--- src/hw/rtl/esg_pkg.sv ---
`default_nettype none
// ----------------------------------------------------------------------------
// Encoder to stepper gearing package
// Shared types and constants for the gearing block and its submodules.
// ----------------------------------------------------------------------------
package esg_pkg;

	localparam int unsigned RESULT_CAP = 16;
	localparam int unsigned CFG_IDX_W  = 3;

	localparam logic [CFG_IDX_W-1:0] REG_GEAR_FACTOR       = 3'd0;
	localparam logic [CFG_IDX_W-1:0] REG_OVERSAMPLE_STEP   = 3'd1;
	localparam logic [CFG_IDX_W-1:0] REG_REVERSE_DIRECTION = 3'd2;
	localparam logic [CFG_IDX_W-1:0] REG_STOP_MOTION       = 3'd3;
	localparam logic [CFG_IDX_W-1:0] REG_IDLE_MODE         = 3'd4;

	localparam logic [63:0] ACC_MID   = 64'h8000_0000_0000_0000;
	localparam logic [63:0] POS_RESET = 64'h0000_0000_8000_0000;

	typedef struct packed {
		logic [31:0] gear_factor;
		logic [31:0] oversample_step;
		logic        reverse_direction;
		logic        stop_motion;
		logic        idle_mode;
	} cfg_t;

	typedef enum logic [2:0] {
		S_IDLE,
		S_GEAR,
		S_EVAL,
		S_STEP,
		S_OUT
	} state_t;

	typedef struct packed {
		logic [63:0] acc;
		logic [31:0] operand;
		logic        sub;
	} alu_req_t;

	typedef struct packed {
		logic [63:0] sum;
		logic        beyond;
	} alu_rsp_t;

	typedef struct packed {
		logic        motor_enable;
		logic        step_pulse;
		logic        step_direction;
		logic [63:0] step_position;
		logic        step_overflow;
		logic        last;
	} result_t;

endpackage
`default_nettype wire

--- src/hw/rtl/esg_alu.sv ---
`default_nettype none
// ----------------------------------------------------------------------------
// Accumulator add/subtract and midpoint compare unit
// Adds or subtracts a 32-bit operand to the 64-bit accumulator and reports
// whether the result lies beyond the midpoint on the side of the operation.
// ----------------------------------------------------------------------------
module esg_alu (
	input  wire esg_pkg::alu_req_t req,
	output esg_pkg::alu_rsp_t      rsp
);

	logic [64:0] wide;

	// A subtraction that stays above the midpoint means acc > mid + operand;
	// an addition that stays below it means acc < mid - operand.
	always_comb begin
		if (req.sub) begin
			wide = {1'b0, req.acc} - {33'd0, req.operand};
		end else begin
			wide = {1'b0, req.acc} + {33'd0, req.operand};
		end
		rsp.sum = wide[63:0];
		if (req.sub) begin
			rsp.beyond = !wide[64] && (wide[63:0] > esg_pkg::ACC_MID);
		end else begin
			rsp.beyond = !wide[64] && (wide[63:0] < esg_pkg::ACC_MID);
		end
	end

endmodule
`default_nettype wire

--- src/hw/rtl/esg_ctrl.sv ---
`default_nettype none
// ----------------------------------------------------------------------------
// Gearing sequencer
// Holds the reference sample, accumulator and motor position, and walks the
// shared unit through the gear update and each motor step of one sample.
// ----------------------------------------------------------------------------
module esg_ctrl #(
	parameter int unsigned STEP_LIMIT = 16
) (
	input  wire                      clk,
	input  wire                      arst_n,
	input  wire esg_pkg::cfg_t       cfg,
	input  wire                      in_valid,
	output logic                     in_ready,
	input  wire [31:0]               encoder_count,
	output logic                     out_valid,
	input  wire                      out_ready,
	output esg_pkg::result_t         result,
	output esg_pkg::alu_req_t        alu_req,
	input  wire esg_pkg::alu_rsp_t   alu_rsp
);

	localparam int unsigned CNT_W = $clog2(STEP_LIMIT + 1);

	esg_pkg::state_t  state_q, state_d;
	logic [31:0]      prev_count_q, prev_count_d;
	logic             ref_valid_q, ref_valid_d;
	logic [63:0]      acc_q, acc_d;
	logic [63:0]      pos_q, pos_d;
	logic             last_dir_q, last_dir_d;
	logic             fwd_q, fwd_d;
	logic [CNT_W-1:0] n_q, n_d;
	esg_pkg::result_t res_q, res_d;

	logic [31:0] delta;
	logic [31:0] signed_delta;
	logic        sample_fwd;
	logic        no_motion;
	logic        at_limit;

	always_comb begin
		delta        = encoder_count - prev_count_q;
		signed_delta = cfg.reverse_direction ? (32'd0 - delta) : delta;
		sample_fwd   = !signed_delta[31];
		no_motion    = !ref_valid_q || cfg.idle_mode || cfg.stop_motion || (delta == 32'd0);
		at_limit     = (n_q == CNT_W'(STEP_LIMIT));
	end

	always_comb begin
		state_d      = state_q;
		prev_count_d = prev_count_q;
		ref_valid_d  = ref_valid_q;
		acc_d        = acc_q;
		pos_d        = pos_q;
		last_dir_d   = last_dir_q;
		fwd_d        = fwd_q;
		n_d          = n_q;
		res_d        = res_q;
		in_ready     = 1'b0;
		out_valid    = 1'b0;

		alu_req.acc = acc_q;
		if (state_q == esg_pkg::S_GEAR) begin
			alu_req.operand = cfg.gear_factor;
			alu_req.sub     = !fwd_q;
		end else begin
			alu_req.operand = cfg.oversample_step;
			alu_req.sub     = fwd_q;
		end

		unique case (state_q)
			esg_pkg::S_IDLE: begin
				in_ready = 1'b1;
				if (in_valid) begin
					prev_count_d = encoder_count;
					ref_valid_d  = 1'b1;
					fwd_d        = sample_fwd;
					n_d          = '0;
					if (no_motion) begin
						res_d.motor_enable   = !cfg.idle_mode;
						res_d.step_pulse     = 1'b0;
						res_d.step_direction = last_dir_q;
						res_d.step_position  = pos_q;
						res_d.step_overflow  = 1'b0;
						res_d.last           = 1'b1;
						state_d              = esg_pkg::S_OUT;
					end else begin
						state_d = esg_pkg::S_GEAR;
					end
				end
			end
			esg_pkg::S_GEAR: begin
				acc_d   = alu_rsp.sum;
				state_d = esg_pkg::S_EVAL;
			end
			esg_pkg::S_EVAL: begin
				if (n_q == '0) begin
					if (alu_rsp.beyond) begin
						state_d = esg_pkg::S_STEP;
					end else begin
						res_d.motor_enable   = 1'b1;
						res_d.step_pulse     = 1'b0;
						res_d.step_direction = last_dir_q;
						res_d.step_position  = pos_q;
						res_d.step_overflow  = 1'b0;
						res_d.last           = 1'b1;
						state_d              = esg_pkg::S_OUT;
					end
				end else begin
					// The step just taken is final when no further step is due
					// or the limit is reached.
					res_d.motor_enable   = 1'b1;
					res_d.step_pulse     = 1'b1;
					res_d.step_direction = last_dir_q;
					res_d.step_position  = pos_q;
					res_d.step_overflow  = alu_rsp.beyond && at_limit;
					res_d.last           = !alu_rsp.beyond || at_limit;
					state_d              = esg_pkg::S_OUT;
				end
			end
			esg_pkg::S_STEP: begin
				acc_d      = alu_rsp.sum;
				pos_d      = fwd_q ? (pos_q + 64'd1) : (pos_q - 64'd1);
				last_dir_d = fwd_q;
				n_d        = n_q + CNT_W'(1);
				state_d    = esg_pkg::S_EVAL;
			end
			esg_pkg::S_OUT: begin
				out_valid = 1'b1;
				if (out_ready) begin
					state_d = res_q.last ? esg_pkg::S_IDLE : esg_pkg::S_STEP;
				end
			end
			default: begin
				state_d = esg_pkg::S_IDLE;
			end
		endcase
	end

	always_ff @(posedge clk or negedge arst_n) begin
		if (!arst_n) begin
			state_q      <= esg_pkg::S_IDLE;
			prev_count_q <= '0;
			ref_valid_q  <= 1'b0;
			acc_q        <= esg_pkg::ACC_MID;
			pos_q        <= esg_pkg::POS_RESET;
			last_dir_q   <= 1'b0;
			fwd_q        <= 1'b0;
			n_q          <= '0;
		end else begin
			state_q      <= state_d;
			prev_count_q <= prev_count_d;
			ref_valid_q  <= ref_valid_d;
			acc_q        <= acc_d;
			pos_q        <= pos_d;
			last_dir_q   <= last_dir_d;
			fwd_q        <= fwd_d;
			n_q          <= n_d;
		end
	end

	always_ff @(posedge clk) begin
		res_q <= res_d;
	end

	assign result = res_q;

endmodule
`default_nettype wire

--- src/hw/rtl/encoder_to_stepper_gearing.sv ---
`default_nettype none
// ----------------------------------------------------------------------------
// Encoder to stepper gearing
// Each word on the input channel is one spindle encoder sample. Its direction
// of motion relative to the previous sample adds or subtracts the gear factor
// to a 64-bit accumulator centered at 2^63, and each oversample step of
// excess beyond the midpoint becomes one motor step word on the output.
// A sample that causes no motion presents its word in the cycle after it is
// accepted. A sample that moves the accumulator but yields no step is
// accepted, then passes the gear update and the first step test and
// presents its word. A sample with k steps (k at most the lesser of
// MAX_STEPS and 16) passes the same gear update and step test, then per
// step commits it, tests for the next and presents the word, and an output
// stall holds it. All accumulator work goes through one 65-bit add/compare
// unit, and the input is not ready until the last word is taken.
// ----------------------------------------------------------------------------
module encoder_to_stepper_gearing #(
	parameter int unsigned MAX_STEPS = 16
) (
	input  wire                            clk,
	input  wire                            arst_n,
	input  wire                            cfg_valid,
	output logic                           cfg_ready,
	input  wire [esg_pkg::CFG_IDX_W-1:0]   cfg_index,
	input  wire [31:0]                     cfg_data,
	input  wire                            in_valid,
	output logic                           in_ready,
	input  wire [31:0]                     encoder_count,
	output logic                           out_valid,
	input  wire                            out_ready,
	output logic                           motor_enable,
	output logic                           step_pulse,
	output logic                           step_direction,
	output logic [63:0]                    step_position,
	output logic                           step_overflow,
	output logic                           last
);

	localparam int unsigned STEP_LIMIT =
		(MAX_STEPS < esg_pkg::RESULT_CAP) ? MAX_STEPS : esg_pkg::RESULT_CAP;

	esg_pkg::cfg_t     cfg_q;
	esg_pkg::alu_req_t alu_req;
	esg_pkg::alu_rsp_t alu_rsp;
	esg_pkg::result_t  result;

	assign cfg_ready = 1'b1;

	always_ff @(posedge clk or negedge arst_n) begin
		if (!arst_n) begin
			cfg_q.gear_factor       <= 32'd0;
			cfg_q.oversample_step   <= 32'd1;
			cfg_q.reverse_direction <= 1'b0;
			cfg_q.stop_motion       <= 1'b0;
			cfg_q.idle_mode         <= 1'b1;
		end else if (cfg_valid) begin
			unique case (cfg_index)
				esg_pkg::REG_GEAR_FACTOR:       cfg_q.gear_factor       <= cfg_data;
				esg_pkg::REG_OVERSAMPLE_STEP:   cfg_q.oversample_step   <= cfg_data;
				esg_pkg::REG_REVERSE_DIRECTION: cfg_q.reverse_direction <= cfg_data[0];
				esg_pkg::REG_STOP_MOTION:       cfg_q.stop_motion       <= cfg_data[0];
				esg_pkg::REG_IDLE_MODE:         cfg_q.idle_mode         <= cfg_data[0];
				default: begin
				end
			endcase
		end
	end

	esg_ctrl #(
		.STEP_LIMIT(STEP_LIMIT)
	) u_ctrl (
		.clk          (clk),
		.arst_n       (arst_n),
		.cfg          (cfg_q),
		.in_valid     (in_valid),
		.in_ready     (in_ready),
		.encoder_count(encoder_count),
		.out_valid    (out_valid),
		.out_ready    (out_ready),
		.result       (result),
		.alu_req      (alu_req),
		.alu_rsp      (alu_rsp)
	);

	esg_alu u_alu (
		.req(alu_req),
		.rsp(alu_rsp)
	);

	assign motor_enable   = result.motor_enable;
	assign step_pulse     = result.step_pulse;
	assign step_direction = result.step_direction;
	assign step_position  = result.step_position;
	assign step_overflow  = result.step_overflow;
	assign last           = result.last;

`ifndef SYNTH
	a_no_overlap: assert property (@(posedge clk) disable iff (!arst_n)
		!(in_ready && out_valid))
		else $error("input ready while a result word is pending");

	a_step_enabled: assert property (@(posedge clk) disable iff (!arst_n)
		(out_valid && step_pulse) |-> motor_enable)
		else $error("step word with motor disabled");

	a_ovf_last: assert property (@(posedge clk) disable iff (!arst_n)
		(out_valid && step_overflow) |-> (last && step_pulse))
		else $error("overflow flag on a word that is not a final step");

	a_back_to_idle: assert property (@(posedge clk) disable iff (!arst_n)
		(out_valid && out_ready && last) |=> in_ready)
		else $error("input not ready after the final word");
`endif

endmodule
`default_nettype wire

--- config.mk ---
export PLATFORM = sky130hd
export DESIGN_NAME = encoder_to_stepper_gearing
export DESIGN_NICKNAME = d
export VERILOG_FILES = /design/src/hw/rtl/esg_pkg.sv /design/src/hw/rtl/esg_alu.sv /design/src/hw/rtl/esg_ctrl.sv /design/src/hw/rtl/encoder_to_stepper_gearing.sv
export SDC_FILE = /design/constraint.sdc
export NUM_CORES = 1
export LEC_CHECK = 0
export ABC_AREA = 1
export BUFFER_PORTS_ARGS = -buffer_cell sky130_fd_sc_hd__buf_2
export CAP_MARGIN = 20
export CORE_MARGIN = 3
export CORE_UTILIZATION = 63
export CTS_CLUSTER_SIZE = 40
export DETAILED_ROUTE_END_ITERATION = 8
export GPL_TIMING_DRIVEN = 0
export PLACE_DENSITY = 0.82
export SYNTH_ARGS = -nofsm -noshare
export SYNTH_HDL_FRONTEND = slang
export SYNTH_SLANG_ARGS = --single-unit
--- constraint.sdc ---
create_clock -name clk -period 8.8 [get_ports clk]
set_clock_uncertainty 0.1 [all_clocks]
set_input_delay 0.88 -clock clk [delete_from_list [all_inputs] [get_ports clk]]
set_output_delay 0.88 -clock clk [all_outputs]
set_load 0.01 [all_outputs]
==> impl_metrics.toml, run 1 <==
[clock_network]
cts.sinks = 307
post_cts_buffers = 0
cts_buffers = 36
cts_buffer_depth = 3
ctsResizeCount = 0
cts_tree = "built"
postCtsHoldBufs = 0
root_buffer = "clkbuf_16"
clk-insertion-delay-late_ns = 0.56
cts_max_level = 2
clkTransAtPathRegs_ns = 0.06

[setup_path]
cp.buffers_inverters = 6
crit_path_top_delay_cell = "a21oi_1"
endpoint_kind = "flop"
max_stage_delay_ns = 0.69
startpoint_type = "flop"
reg2reg_setup_slack_ns = 1.45
cpMostUsedCell = "nand2_1"
critPathKind = "reg -> reg"
crit_fanout = 36
cpLargestDelayFamily = "simple AND/OR/NAND/NOR gates"
required_ns = 8.93
cp.arrival_ns = 7.49

[floorplanning]
dieHeight_um = 203
dieArea_um2 = 41000
ioPinCount = 144
core_area_um2 = 37800
std_cell_rows = 71
die_w_um = 203
initial_utilization_pct = 64.3

[synth]
async_reset_ff_share_pct = 77.5
syn_nets = 3889
synthCells = 3654
ys.warnings.count = 0
synth_area_um2 = 24300
dominantRegCellSynth = "dfrtp_1"
synth_cell_types = 62
synth-seq-cells = 307
synth-seq-area-share_pct = 33.0
synth.avg_cell_area_um2 = 6.66
synth_edf_count = 69

[worst_hold_path]
hold_path.class = "in -> async"

[layout]
final_common_cell = "nand2_1"
layoutNonFillerInstCount = 4378
utilization_pct = 71.3
seqCellArea_um2 = 8030
fin_nets = 4073
num-fill-cells = 3292
mostFrequentLayoutCells = "nand2_1 (1,169), inv_1 (653), nor2_1 (302), o21ai_0 (272), dfrtp_1 (234)"
syn2layout_area_growth_pct = 10.8
multi_input_area_um2 = 13500
layout-drive-gt1-share_pct = 6.91

[detailed_routing]
dr.first_iter.drc_count = 1999
wl_um = 71200
via_per_inst = 5.48
drc_errors = 0
routedWlPerCell_um = 16.3
final_antenna_net_count = 0
vias = 24000
dr.pass1.iters = 6

[global_routing]
antenna_found_initial = 2
globalRouteTotalUtil_pct = 34.4
overflow = 0
grt_pass1_wl_um = 114000
grt_max_degree = 123
grt_pass1_vias = 22200

[placement]
port-buffer-count = 142
pre_cts_slack_ns = 1.72
dp.cells = 4311
dp.final_hpwl_um = 56000
place_congestion = 0.970

[timing]
slew_headroom_pct = 41.3
fmax_mhz = 136
final.min_clock_period_ns = 7.35
final.period_utilization_pct = 83.5
layout_setup_ws_ns = 1.45
slew_viol_final = 0
hold_violations = 0
tightest_slew_ns = 0.881
setup_viol = 0
setup_tns_ns = 0
grt_setup_unrepaired = "no"

[job]
maxCapViolCount = 0

[status]
status = "finished clean"
-- layout make-up --
cell class,instances,share of cell area (%)
multi-input combinational,2625,50.2
sequential,307,29.8
inverter,664,9.25
clock buffer,47,3.68
timing repair buffer,146,3.03
tap,511,2.37
buffer,58,0.970
clock inverter,18,0.664
antenna,2,0.0186
-- metal layers --
layer,vias up,GRT usage [%],part of all wire [%]
li1,12000,-,-
met1,11000,47.9,44
met2,822,54.6,44
met3,159,5.96,7.8
met4,0,11.9,3.5
met5,-,0,0
-- registers in the layout (all words and copies together) (netlist names) --
register and count:
u_ctrl.result 69, u_ctrl.prev_count_q 32, u_ctrl.n_q 5, u_ctrl.ref_valid_q 1
u_ctrl.acc_q 64, u_ctrl.fwd_q 1, u_ctrl.last_dir_q 1, u_ctrl.pos_q 64
cfg_q 67, u_ctrl.state_q 3
-- final timing paths --
path	from	endpoint	depth (start not counted)
worst max-delay path	u_ctrl.state_q[2]	u_ctrl.result[20]	31
max in group asynchronous	arst_n	u_ctrl.prev_count_q[11]	3
worst min-delay path	arst_n	u_ctrl.acc_q[45]	2
worst max register to register	u_ctrl.state_q[2]	u_ctrl.result[20]	31
min in group clk	u_ctrl.ref_valid_q	u_ctrl.ref_valid_q	2
worst min register to register	u_ctrl.ref_valid_q	u_ctrl.ref_valid_q	2
-- cell usage after synthesis, types with 4 or more instances --
master | number | area, µm²
or2_2 | 14 | 87.6
xnor2_1 | 57 | 499
o21ai_1 | 26 | 130
nand2_1 | 1169 | 4390
mux2i_1 | 6 | 60.1
dfstp_2 | 4 | 105
o21ai_2 | 6 | 52.6
nand3_1 | 125 | 626
xor2_1 | 62 | 543
nor2_1 | 302 | 1130
nor4_1 | 12 | 75.1
edfxtp_1 | 69 | 2070
ha_1 | 160 | 2000
a21o_1 | 11 | 82.6
inv_1 | 655 | 2460
buf_6 | 4 | 45.0
dfrtp_1 | 234 | 5860
o211ai_1 | 5 | 37.5
o21bai_1 | 10 | 75.1
inv_2 | 7 | 26.3
nand3b_1 | 17 | 128
a21boi_0 | 5 | 37.5
nand4_1 | 29 | 181
a31oi_1 | 39 | 244
o21ai_0 | 272 | 1360
clkbuf_1 | 46 | 173
o21a_1 | 13 | 97.6
nor3_1 | 44 | 220
a21oi_1 | 190 | 951
nor2_4 | 4 | 45.0
-- cell families after synthesis --
family | Yosys count | synth area share, %
AO/OA/AOI/OAI | 597 | 13.3
flip-flops | 307 | 33.0
buffers and inverters | 722 | 11.3
XOR/XNOR | 120 | 4.35
multiplexers | 9 | 0.453
adder cells (fa/ha/maj) | 163 | 8.47
other | 1 | 0.0154
AND/OR/NAND/NOR | 1735 | 29.1
-- stage by stage --
step                      area (µm²)  hold WS [ns]
after global placement         25700         0.338
after detailed placement       25800         0.342
after CTS                      27000         0.283
after floorplan                24300         0.322
after global routing           27000         0.328
final                          27000         0.263
Power of run 1 is not shown: default switching activity piles up to over one toggle a cycle in this logic, so the estimate is an artifact.
==> inputs of run 2 (changes only) <==
--- a/config.mk
+++ b/config.mk
@@ -9,11 +9,11 @@
 export BUFFER_PORTS_ARGS = -buffer_cell sky130_fd_sc_hd__buf_2
 export CAP_MARGIN = 20
 export CORE_MARGIN = 3
-export CORE_UTILIZATION = 63
+export CORE_UTILIZATION = 57
 export CTS_CLUSTER_SIZE = 40
 export DETAILED_ROUTE_END_ITERATION = 8
 export GPL_TIMING_DRIVEN = 0
-export PLACE_DENSITY = 0.82
+export PLACE_DENSITY = 0.78
 export SYNTH_ARGS = -nofsm -noshare
 export SYNTH_HDL_FRONTEND = slang
 export SYNTH_SLANG_ARGS = --single-unit
==> constraint.sdc (replaced) <==
create_clock -name clk -period 6.6 [get_ports clk]
set_clock_uncertainty 0.1 [all_clocks]
set_input_delay 0.66 -clock clk [delete_from_list [all_inputs] [get_ports clk]]
set_output_delay 0.66 -clock clk [all_outputs]
set_load 0.01 [all_outputs]
==> run 2 against run 1 <==
Die area increased by 10%. Via count decreased by 1.1%. Wire length decreased by 1.8%. Sequential cell count unchanged. Sequential share of layout area decreased by 0.25 points. Cell count increased by 0.75%. Register-to-register slack got worse by 1.1 ns. Utilization decreased by 6.6 points. First-iteration DRC count decreased by 0.80%. Critical path depth increased by 7. Critical path type unchanged. Largest cell class unchanged.
==> impl_metrics.toml, run 2 (synthesis gave the netlist of run 1 again) <==
[status]
status = "finished clean"

[clock_network]
clk-insertion-delay-late_ns = 0.57
cts_tree = "built"
clkTransAtPathRegs_ns = 0.06
cts.sinks = 307
cts_max_level = 2
cts_buffer_depth = 3
cts_buffers = 36
root_buffer = "clkbuf_16"

[layout]
final_common_cell = "nand2_1"
layout-drive-gt1-share_pct = 7.41
syn2layout_area_growth_pct = 11.7
fin_nets = 4079
layoutNonFillerInstCount = 4411
antenna_cells = 0
mostFrequentLayoutCells = "nand2_1 (1,169), inv_1 (653), nor2_1 (297), o21ai_0 (270), dfrtp_1 (234)"
largest_reg_flops = 69

[placement]
place_congestion = 1.01
dp.final_hpwl_um = 55300
port-buffer-count = 142
dp.cells = 4339

[worst_hold_path]
hold_path.class = "in -> reg"

[setup_path]
cp.arrival_ns = 6.37
reg2reg_setup_slack_ns = 0.39
cpMostUsedCell = "nand2_1"
max_stage_delay_ns = 0.43
cpLargestDelayFamily = "simple AND/OR/NAND/NOR gates"
required_ns = 6.76
endpoint_kind = "flop"
crit_fanout = 19
startpoint_type = "flop"
cp.buffers_inverters = 9
critPathKind = "reg -> reg"
crit_path_top_delay_cell = "dfrtp_1"

[detailed_routing]
vias = 23700
via_per_inst = 5.37
final_antenna_net_count = 0
drc_errors = 0
dr.first_iter.drc_count = 1983
wl_um = 69900
routedWlPerCell_um = 15.8
dr.pass1.iters = 6

[floorplanning]
dieArea_um2 = 45200
ioPinCount = 144
initial_utilization_pct = 57.9
std_cell_rows = 75
die_w_um = 213
dieHeight_um = 213
core_area_um2 = 42000

[timing]
final.period_utilization_pct = 94.0
grt_setup_unrepaired = "no"
final.min_clock_period_ns = 6.21
slew_headroom_pct = 42.0
tightest_slew_ns = 0.870
slew_viol_final = 0
hold_violations = 0
fmax_mhz = 161
setup_viol = 0

[global_routing]
globalRouteTotalUtil_pct = 30.6
antenna_found_initial = 1
grt_pass1_wl_um = 112000
grt_pass1_vias = 21900
overflow = 0
grt_max_degree = 108

[job]
maxCapViolCount = 0
-- run 2: cell count changes in the layout (fill, tap and decap cells not counted), sizes merged --
cell	before	now
buf	158	160
bufinv	2	3
clkbuf	93	98
clkinv	8	11
clkinvlp	5	3
diode	2	0
dlygate4sd3	0	1
inv	667	664
-- run 2: routing by layer --
metal / GRT usage [%] / vias up / share of wire [%]
met5: 0 / - / 0.010
met2: 49.5 / 719 / 45
met3: 3.48 / 119 / 6.7
met4: 9.38 / 2 / 2.9
li1: - / 12000 / -
met1: 43.5 / 10900 / 46
-- run 2: tightest hold or removal path, stage by stage --
cell	delay [ns]
buf_2	0.09
nand2_1	0.04
o21ai_0	0.05
-- run 2: per-stage QoR --
step	utilization [%]	hold slack (ns)	TNS [ns]	worst slack (ns)	instance area (µm²)
after floorplan	-	0.264	0	0.149	24300
after global placement	61.2	0.336	-191.91	-2.75	25700
after detailed placement	61.4	0.348	-41.37	-0.720	25800
after CTS	64.4	0.207	0	0.0142	27100
after global routing	64.7	0.234	0	0.00594	27200
final	64.7	0.228	0	0.394	27200
-- run 2: worst paths after layout --
kind,endpoint,cells after the start,startpoint
max in group asynchronous,u_ctrl.prev_count_q[8],3,arst_n
hold reg to reg,u_ctrl.ref_valid_q,2,u_ctrl.ref_valid_q
hold / removal,u_ctrl.prev_count_q[18],3,encoder_count[18]
setup / recovery,u_ctrl.result[0],38,u_ctrl.state_q[2]
min in group asynchronous,u_ctrl.acc_q[41],2,arst_n
setup reg to reg,u_ctrl.result[0],38,u_ctrl.state_q[2]
-- run 2: what timing repair did --
action                                  in CTS  in global routing
hold buffers                                 1                  0
gates resized for setup                     10                 20
setup buffers                                0                  3
pin swaps                                    0                  3
endpoints found under the hold margin       33                  0
cloned                                       0                  2
endpoints found under the setup margin      69                 69
-- run 2: area by class of cell --
type                    count  area [µm²]
multi-input cells        2625       13600
flip-flops and latches    307        8030
clock inverters            16         150
fillers                  3972       14800
repair inverters            1        8.76
clock buffers              50        1060
repair buffers            151         881
inverters                 664        2520
well taps                 539         674
plain buffers              58         272
Power of run 2 is left out for the same reason.
==> inputs of run 3 (changes only) <==
--- a/config.mk
+++ b/config.mk
@@ -12,8 +12,8 @@
 export CORE_UTILIZATION = 57
 export CTS_CLUSTER_SIZE = 40
 export DETAILED_ROUTE_END_ITERATION = 8
-export GPL_TIMING_DRIVEN = 0
 export PLACE_DENSITY = 0.78
+export RECOVER_POWER = 50
 export SYNTH_ARGS = -nofsm -noshare
 export SYNTH_HDL_FRONTEND = slang
 export SYNTH_SLANG_ARGS = --single-unit
==> run 3 against run 2 <==
The flow now finishes with violations (max-capacitance violations, max-slew violations). Sequential cell count did not move. Register-to-register slack improved by 0.15 ns. Worst hold slack improved by 0.0035 ns. Utilization down 0.90 points. Critical path depth is 7 lower. Highest routed layer unchanged. Largest cell class unchanged.
==> impl_metrics.toml, run 3 (synthesis gave the netlist of run 1 again) <==
[status]
status = "complete, but fails checks"
violations = "max-capacitance violations, max-slew violations"

[floorplanning]
ioPinCount = 144
dieArea_um2 = 45200
core_area_um2 = 42000
dieHeight_um = 213
initial_utilization_pct = 57.9
die_w_um = 213
std_cell_rows = 75

[setup_path]
endpoint = "u_ctrl.result[5]"
cpMostUsedCell = "nand2_1"
crit_path_start = "u_ctrl.state_q[2]"
cpLargestDelayFamily = "simple AND/OR/NAND/NOR gates"
cp.arrival_ns = 6.18
max_stage_delay_ns = 0.48
path_depth = 31
crit_path_top_delay_cell = "nor4_1"
reg2reg_setup_slack_ns = 0.55
startpoint_type = "flop"
endpoint_kind = "flop"
critPathKind = "reg -> reg"
r2r-end = "u_ctrl.result[5]"
r2r-start = "u_ctrl.state_q[2]"
cp.buffers_inverters = 8
required_ns = 6.73
reg2reg_depth = 31
crit_fanout = 47

[placement]
port-buffer-count = 142
place_congestion = 1.02
dp.final_hpwl_um = 53000
pre_cts_slack_ns = 0.376
place_area_um2 = 25600

[clock_network]
root_buffer = "clkbuf_16"
clkTransAtPathRegs_ns = 0.06
cts_tree = "built"
clk-insertion-delay-late_ns = 0.56
post_cts_buffers = 0
cts_buffers = 36
cts_buffer_depth = 3
cts_max_level = 2
cts.sinks = 307

[timing]
setup_viol = 0
hold_violations = 0
tightest_slew_ns = 5.24
fmax_mhz = 165
slew_headroom_pct = -249
layout_setup_ws_ns = 0.546
slew_viol_final = 240
final.period_utilization_pct = 91.7
whs_ns = 0.231
final.min_clock_period_ns = 6.05

[detailed_routing]
wl_um = 66900
routedWlPerCell_um = 15.3
final_antenna_net_count = 0
via_per_inst = 5.33
dr.pass1.iters = 6
dr.first_iter.drc_count = 1841
vias = 23200
drc_errors = 0

[global_routing]
overflow = 0
grt_use_met1_pct = 42.8
grt_pass1_wl_um = 108000
globalRouteTotalUtil_pct = 29.6
grt_pass1_vias = 21500
antenna_found_initial = 1
grt_max_degree = 129
grt_use_met2_pct = 46.1
grtUsageMet3_pct = 4.37
grt.busiest_layer = "met2"

[layout]
final_common_cell = "nand2_1"
layout-drive-gt1-share_pct = 7.15
utilization_pct = 63.8
antenna_cells = 0
fin_nets = 4028
num-fill-cells = 3966
stdcell_area_um2 = 26800
largest_reg_flops = 69
syn2layout_area_growth_pct = 10.2
mostFrequentLayoutCells = "nand2_1 (1,169), inv_1 (653), nor2_1 (299), o21ai_0 (271), dfrtp_1 (234)"

[worst_hold_path]
hold_path.class = "in -> reg"

[job]
maxCapViolCount = 3
## run 3: what timing repair did
item / in CTS / in global routing
endpoints found under the setup margin: 0 / 69
gates resized for setup: 0 / 4
hold buffers: 0 / 0
## run 3: layout make-up
type | instances | area, µm² | share of cell area, %
Clock buffer | 47 | 1000 | 3.74
Inverter | 664 | 2490 | 9.30
Multi-Input combinational cell | 2625 | 13600 | 50.6
Timing Repair Buffer | 159 | 891 | 3.32
Tap cell | 539 | 674 | 2.52
Clock inverter | 18 | 154 | 0.574
Sequential cell | 307 | 8030 | 30.0
## run 3: how the worst min path moves through the flow
| stage | cells after the start | slack, ns | from | end |
|---|---|---|---|---|
| after floorplan | 0 | 0.26 | arst_n | cfg_q[10] |
| after global placement | 0 | 0.34 | u_ctrl.last_dir_q | u_ctrl.result[66] |
| after detailed placement | 0 | 0.34 | u_ctrl.last_dir_q | u_ctrl.result[66] |
| after CTS | 1 | 0.09 | arst_n | u_ctrl.acc_q[42] |
| after global routing | 3 | 0.22 | encoder_count[31] | u_ctrl.prev_count_q[31] |
| final | 3 | 0.23 | encoder_count[5] | u_ctrl.prev_count_q[5] |
## run 3: per-layer routing
layer | share of wire, % | wire [µm]
met4 | 3.0 | 2020
met1 | 47 | 31300
met5 | 0.030 | 20
met3 | 6.7 | 4480
met2 | 43 | 29100
## run 3: stage by stage
step                TNS, ns  cells
floorplan                 0   3654
CTS                       0   4357
global route        -0.0116   4359
detailed placement        0   4292
global placement          0   4292
finish                    0   4359
## run 3: worst reg2reg max path, delay by kind of cell (launching register included)
kind                     cells  cell delay (ns)
AO/OA/AOI/OAI                4             1.15
adder cells (fa/ha/maj)      1             0.30
buffers and inverters        8             1.22
flip-flops                   1             0.44
AND/OR/NAND/NOR             18             2.47
Power of run 3 is left out for the same reason.
